File: src/hw/rtl/rsr_pkg.sv
// Types and constants for the raw stream resampler.
package rsr_pkg;

	localparam int RING_DEPTH_DEF = 8192;
	localparam int CFG_DATA_W     = 23;

	localparam logic [23:0] ONE_Q16  = 24'h01_0000;
	localparam logic [22:0] MIN_STEP = 23'd1024;
	localparam logic [8:0]  VOL_MAX  = 9'd256;
	localparam logic signed [16:0] CODE_BIAS = 17'sd128;

	typedef enum logic [1:0] {
		CFG_STEP     = 2'd0,
		CFG_WIDTH    = 2'd1,
		CFG_CHANNELS = 2'd2,
		CFG_VOLUME   = 2'd3
	} cfg_idx_t;

	typedef struct packed {
		logic [15:0] sample_left;
		logic [15:0] sample_right;
		logic [30:0] mix_time;
		logic        last_frame;
	} in_word_t;

	typedef struct packed {
		logic [12:0]        ring_index;
		logic signed [23:0] left_out;
		logic signed [23:0] right_out;
		logic               last_of_run;
	} out_word_t;

endpackage

File: src/hw/rtl/raw_stream_resampler.sv
// Nearest-neighbor resampler: one source frame in, up to 64 scaled stereo pairs out.
//
//  channel | direction | handshake           | payload
//  --------+-----------+---------------------+--------------------------
//  in      | to block  | in_valid / in_stall | in_word  (in_word_t)
//  out     | from block| out_valid/out_stall | out_word (out_word_t)
//  cfg     | to block  | cfg_we              | cfg_index, cfg_data
//
// A frame passes S_MUL_L, S_MUL_R, then S_EMIT for its pairs; the first frame of
// a chunk also passes S_CLAMP, S_RECIP, S_REM and S_FIX (clamp, reciprocal
// multiply, remainder, correction). The shared 17x10 multiplier scales left then
// right; pairs leave one per cycle unless a waiting out_word is stalled. in_stall
// drops when S_EMIT returns to S_IDLE after the last pair. arst_n resets all state.
module raw_stream_resampler
	import rsr_pkg::*;
#(
	parameter int RING_DEPTH = RING_DEPTH_DEF
) (
	input  logic                  clk,
	input  logic                  arst_n,
	input  logic                  in_valid,
	output logic                  in_stall,
	input  in_word_t              in_word,
	output logic                  out_valid,
	input  logic                  out_stall,
	output out_word_t             out_word,
	input  logic                  cfg_we,
	input  logic [1:0]            cfg_index,
	input  logic [CFG_DATA_W-1:0] cfg_data
);

	localparam int IW = $clog2(RING_DEPTH);
	localparam int RW = IW + 1;
	localparam logic [31:0] RECIP_M = 32'((64'd1 << 32) / 64'(RING_DEPTH));

	typedef enum logic [2:0] {
		S_IDLE, S_MUL_L, S_MUL_R, S_CLAMP, S_RECIP, S_REM, S_FIX, S_EMIT
	} state_t;

	state_t             state_q;
	logic [22:0]        step_ratio_q;
	logic               width_q;
	logic               chan_q;
	logic [8:0]         vol_q;
	logic [31:0]        wp_q;
	logic [23:0]        phase_q;
	logic               chunk_q;
	logic [IW-1:0]      ring_q;
	logic [63:0]        recip_prod_q;
	logic [RW-1:0]      rem_q;
	in_word_t           in_q;
	logic signed [23:0] left_q;
	logic signed [23:0] right_q;
	out_word_t          out_q;
	logic               out_valid_q;

	logic [22:0]        step_eff;
	logic [8:0]         vol_eff;
	logic [15:0]        mul_code;
	logic signed [16:0] mul_a;
	logic signed [9:0]  mul_b;
	logic signed [26:0] mul_p;
	logic signed [23:0] scaled;
	logic [23:0]        phase_sum;
	logic               emit_ok;
	logic               emit_go;
	logic [31:0]        quot;
	logic [31:0]        slot_raw;
	logic [IW-1:0]      rem_fix;
	logic [IW-1:0]      ring_inc;
	logic [31:0]        ring_ext;

	assign step_eff = (step_ratio_q < MIN_STEP) ? MIN_STEP : step_ratio_q;
	assign vol_eff  = (vol_q > VOL_MAX) ? VOL_MAX : vol_q;

	// shared multiplier: left in S_MUL_L, right in S_MUL_R
	assign mul_code = (state_q == S_MUL_L) ? in_q.sample_left : in_q.sample_right;
	assign mul_a    = width_q ? 17'($signed(mul_code))
	                          : $signed({9'd0, mul_code[7:0]}) - CODE_BIAS;
	assign mul_b    = $signed({1'b0, vol_eff});
	assign mul_p    = mul_a * mul_b;
	// 8-bit codes get the extra x256
	assign scaled   = width_q ? mul_p[23:0] : {mul_p[15:0], 8'd0};

	assign phase_sum = phase_q + 24'(step_eff);
	assign emit_ok   = !out_valid_q || !out_stall;
	assign emit_go   = (state_q == S_EMIT) && (phase_q < ONE_Q16) && emit_ok;

	// ring slot by reciprocal: quotient is exact or one short, so one correction
	assign quot      = recip_prod_q[63:32];
	assign slot_raw  = wp_q - quot * 32'(RING_DEPTH);
	assign rem_fix   = (rem_q >= RW'(RING_DEPTH)) ? IW'(rem_q - RW'(RING_DEPTH))
	                                              : rem_q[IW-1:0];
	assign ring_inc  = (wp_q == '1 || ring_q == IW'(RING_DEPTH - 1)) ? '0
	                                                                 : ring_q + 1'b1;
	assign ring_ext  = 32'(ring_q);

	assign in_stall  = (state_q != S_IDLE);
	assign out_valid = out_valid_q;
	assign out_word  = out_q;

	always_ff @(posedge clk or negedge arst_n) begin
		if (!arst_n) begin
			state_q      <= S_IDLE;
			step_ratio_q <= 23'd65536;
			width_q      <= 1'b1;
			chan_q       <= 1'b1;
			vol_q        <= VOL_MAX;
			wp_q         <= '0;
			phase_q      <= '0;
			chunk_q      <= 1'b1;
			ring_q       <= '0;
			recip_prod_q <= '0;
			rem_q        <= '0;
			in_q         <= '0;
			left_q       <= '0;
			right_q      <= '0;
			out_q        <= '0;
			out_valid_q  <= 1'b0;
		end else begin
			if (emit_go) begin
				out_valid_q <= 1'b1;
			end else if (!out_stall) begin
				out_valid_q <= 1'b0;
			end
			if (cfg_we) begin
				case (cfg_index)
					CFG_STEP:     step_ratio_q <= cfg_data;
					CFG_WIDTH:    width_q      <= cfg_data[0];
					CFG_CHANNELS: chan_q       <= cfg_data[0];
					CFG_VOLUME:   vol_q        <= cfg_data[8:0];
					default:      ;
				endcase
			end
			case (state_q)
				S_IDLE: begin
					if (in_valid) begin
						in_q    <= in_word;
						state_q <= S_MUL_L;
					end
				end
				S_MUL_L: begin
					left_q  <= scaled;
					state_q <= S_MUL_R;
				end
				S_MUL_R: begin
					right_q <= chan_q ? scaled : left_q;
					state_q <= chunk_q ? S_CLAMP : S_EMIT;
				end
				S_CLAMP: begin
					if (wp_q < {1'b0, in_q.mix_time}) begin
						wp_q <= {1'b0, in_q.mix_time};
					end
					phase_q <= '0;
					state_q <= S_RECIP;
				end
				S_RECIP: begin
					recip_prod_q <= 64'(wp_q) * 64'(RECIP_M);
					state_q      <= S_REM;
				end
				S_REM: begin
					rem_q   <= slot_raw[RW-1:0];
					state_q <= S_FIX;
				end
				S_FIX: begin
					ring_q  <= rem_fix;
					state_q <= S_EMIT;
				end
				S_EMIT: begin
					if (phase_q < ONE_Q16) begin
						if (emit_go) begin
							out_q.ring_index  <= ring_ext[12:0];
							out_q.left_out    <= left_q;
							out_q.right_out   <= right_q;
							out_q.last_of_run <= (phase_sum >= ONE_Q16);
							wp_q              <= wp_q + 32'd1;
							ring_q            <= ring_inc;
							phase_q           <= phase_sum;
						end
					end else begin
						phase_q <= in_q.last_frame ? '0 : phase_q - ONE_Q16;
						chunk_q <= in_q.last_frame;
						state_q <= S_IDLE;
					end
				end
				default: state_q <= S_IDLE;
			endcase
		end
	end

endmodule

File: config.mk
export PLATFORM = sky130hd
export DESIGN_NAME = raw_stream_resampler
export DESIGN_NICKNAME = d
export VERILOG_FILES = /design/src/hw/rtl/rsr_pkg.sv /design/src/hw/rtl/raw_stream_resampler.sv
export SDC_FILE = /design/constraint.sdc
export NUM_CORES = 1
export LEC_CHECK = 0
export ABC_AREA = 1
export BUFFER_PORTS_ARGS = -buffer_cell sky130_fd_sc_hd__buf_2
export CAP_MARGIN = 0
export CELL_PAD_IN_SITES_DETAIL_PLACEMENT = 1
export CELL_PAD_IN_SITES_GLOBAL_PLACEMENT = 1
export CORE_ASPECT_RATIO = 1.75
export CORE_MARGIN = 4
export CORE_UTILIZATION = 50
export DETAILED_ROUTE_END_ITERATION = 8
export GPL_TIMING_DRIVEN = 0
export PLACE_DENSITY = 0.91
export SYNTH_ARGS = -nofsm -noshare
export SYNTH_HDL_FRONTEND = slang
export SYNTH_SLANG_ARGS = --single-unit
File: constraint.sdc
create_clock -name clk -period 11.4 [get_ports clk]
set_clock_uncertainty 0.15 [all_clocks]
set_input_delay 2.28 -clock clk [delete_from_list [all_inputs] [get_ports clk]]
set_output_delay 2.28 -clock clk [all_outputs]
set_load 0.01 [all_outputs]
==> metrics.md <==
| Metric | Value |
|---|---|
| Outcome | complete, no violations |
| Delay-heaviest family, CP | adder cells |
| Detail Route Antenna Nets | 0 |
| EDFF count, synth | 0 |
| Vias | 19200 |
| CTS clk-pin slew, worst paths | around 0.07 ns |
| Post-synthesis sequential area ratio | between 30% and 40% |
| Post-synth top area share | about a third |
| Cell taking the most area after synthesis | dfrtp_1 |
| Routed wire per std cell | 22.5 um |
| PortBufs | 157 |
| CTS buffer count | 30 |
| Mapped Cells | 2582 |
| Largest net degree at the start of global routing | around 130 |
| Root buffer cell | clkbuf_16 |
| CP startpoint | state_q[2]$_DFFE_PN0P_ |
| Most frequent cells in the layout | nand2_1 (611), inv_1 (349), dfrtp_1 (290) |
| DIE WIDTH | ~160 um |
| DR WL met2 | roughly 41000 um |
| Hold path endpoint | out_word[15]$_DFFE_PN0P_ |
| Rows | between 90 and 100 |
| Least-Margin Pin Slew | approximately 1.1 ns |
| Async S/R FF share, synth | 100% |
| Setup violators final | 0 |
| Starting density of the core | 50.6% |
| IO Count | 158 |
| Cts hold-fix bufs | 0 |
| Top post-synthesis cells by area | dfrtp_1 (35%), fa_1 (11%), nand2_1 (11%) |
| H-tree depth | 1 |
| Total iterations of the first detailed-routing run | 6 |
| Setup Buffers After CTS | 0 |
| Critical Path Fanout Max | 10 |
| First-pass GRT wire length | ~120000 um |
| Tmin final | 7.58 ns |
| Clock sink total | between 200 and 300 |
| Worst slew margin | a little under a quarter |
| Metal3 WL | about 2600 um |
| Synth unique cells | 54 |
| Slowest-stage cell, CP | o21ai_0 |
| Hold Crit Start | out_word[15]$_DFFE_PN0P_ |
| Hold WC Path Type | reg2reg |
| Grt ovf | 0 |
| Resized cells post-CTS | 0 |
| Die H | around 280 um |
| Syn_area_per_cell | ~8 um^2 |
| Die area | roughly 45000 um^2 |
| DR top layer | met4 |
| GRT Overall Usage | 33.8% |
| Fin Setup TNS | 0 ns |
| Gpl congestion | 0.995 |
| Cell area after technology mapping | around 21000 um^2 |
| Worst skew pair latency | between 0.5 and 0.6 ns |
| Critical path arrival | approximately 8 ns |
| Residual DRC | 0 |
| Via density | 5.75 |
| R2r startpoint | state_q[2]$_DFFE_PN0P_ |
| CP most frequent cell | nand2_1 |
| Initial DRC Count | around 1000 |
| Fmax | 0.132 GHz |
| Clk buf depth | 3 |
| Hold Path Depth | 2 |
| Area grow syn2layout | 12.5% |
| Dominant register cell in the synthesized netlist | dfrtp_1 |
| Worst R2R End | right_q[19]$_DFFE_PN0P_ |
| Setup crit start kind | flop |
| Vias in the first global route | roughly 22000 |
| Post-detail-place hpwl | about 59000 um |
| Kind of critical path | reg2reg |
| Critical Path RT | between 10 and 15 ns |
| Final Hold Fails | 0 |
| Register bit total from synthesis | between 200 and 300 |
| Initial antenna violation count | 0 |
| Worst Path Buf+Inv | 5 |
| WHS | approximately 0.33 ns |
| Syn_nets | between 2000 and 3000 |
| Routed length on met1 | about 25000 um |
| Slew Limit Fails | 0 |
| Final #Nets | a little over 3000 |
| Max-cap violations | 0 |
| CP peak stage delay | between 0.6 and 0.7 ns |
| Layout cells sized above 1 | between 10% and 20% |
| Total wire length | about 75000 um |
| R2R setup slack | 3.82 ns |
| CTS tree | built |
| Reg2Reg Depth | 25 |
| Synth warnings | 0 |
| RSZ-0062 raised after global routing | no |
| Diode count | 0 |
| Commonest non-fill, non-tap cell in the layout | nand2_1 |
| Period utilisation layout | between 60% and 70% |
| CP endpoint kind | flop |
| CORE AREA | a little over 40000 um^2 |
-- stage by stage --
| step | cells | util (%) | area (um^2) | setup slack (ns) |
|---|---|---|---|---|
| 3_3_place_gp | 3289 | 54.2 | 22100 | 2.36 |
| 3_5_place_dp | 3291 | 54.3 | 22200 | 4.01 |
| 4_1_cts | 3347 | 56.9 | 23200 | 3.86 |
| 6_report | 3347 | 56.9 | 23200 | 3.82 |
| 5_1_grt | 3347 | 56.9 | 23200 | 3.52 |
| 2_1_floorplan | 2582 | - | 20700 | 5.59 |
-- registers in the layout (all words and copies together) (netlist names) --
signal and cells:
state_q 3, right_q 24, step_ratio_q 23, ring_q 13
chunk_q 1, rem_q 13, phase_q 24, width_q 1
out_word 62, left_q 24, chan_q 1, in_q 64
wp_q 32, vol_q 9, out_valid 1
-- layer usage --
| metal | vias to the layer above | track usage [%] |
|---|---|---|
| met1 | 9673 | 32.6 |
| met5 | - | 0 |
| li1 | 8632 | - |
| met4 | 0 | 24.5 |
| met2 | 614 | 65.0 |
| met3 | 319 | 3.56 |
-- Yosys cell counts (10+ instances only) --
cell type and count:
fa_1 116, inv_2 10, a21oi_1 141, ha_1 108, xnor2_1 25, mux2_2 40
inv_1 349, o21ai_0 219, o21ai_1 27, nor3_1 19, nor2_1 221, o211ai_1 16
nand2_2 10, clkbuf_1 76, nand2_1 611, xor2_1 33, nand4_1 29, buf_2 17
dfrtp_1 290, nand3_1 126
-- tightest hold or removal path, delay by kind of cell (launching register included) --
kind	cells	cell delay (ns)
DFF	1	0.35
and+or+nand+nor	2	0.10
-- cell families (layout without fill, tap and decap cells) --
group / count (synthesis) / count (layout) / synth area share (%)
xor+xnor: 58 / 58 / 2.46
flops: 295 / 295 / 35.8
simple gates: 1068 / 1068 / 22.0
buf+inv: 459 / 674 / 8.50
mux: 41 / 41 / 2.23
compound gates: 437 / 437 / 11.2
fa+ha+maj: 224 / 224 / 17.8
-- area by class of cell --
class	instances	area (um^2)
Clock buffer	43	871
Clock inverter	13	175
Inverter	360	1350
Sequential cell	295	7390
Timing Repair Buffer	159	851
Fill cell	5137	17600
Buffer	99	404
Multi-Input combinational cell	1828	11500
Tap cell	550	688
-- worst max path at each step --
stage,end,slack [ns],cells after the start
after global routing,right_q[19]$_DFFE_PN0P_,3.52,25
after floorplan,right_q[11]$_DFFE_PN0P_,5.59,26
final,right_q[19]$_DFFE_PN0P_,3.82,25
after CTS,right_q[18]$_DFFE_PN0P_,3.86,23
after global placement,out_word[9]$_DFFE_PN0P_,2.36,1
after detailed placement,right_q[18]$_DFFE_PN0P_,4.01,23
Power is left out: the tool's default activity adds up to more than one toggle a clock period on the data nets, which glitch-free logic cannot reach.
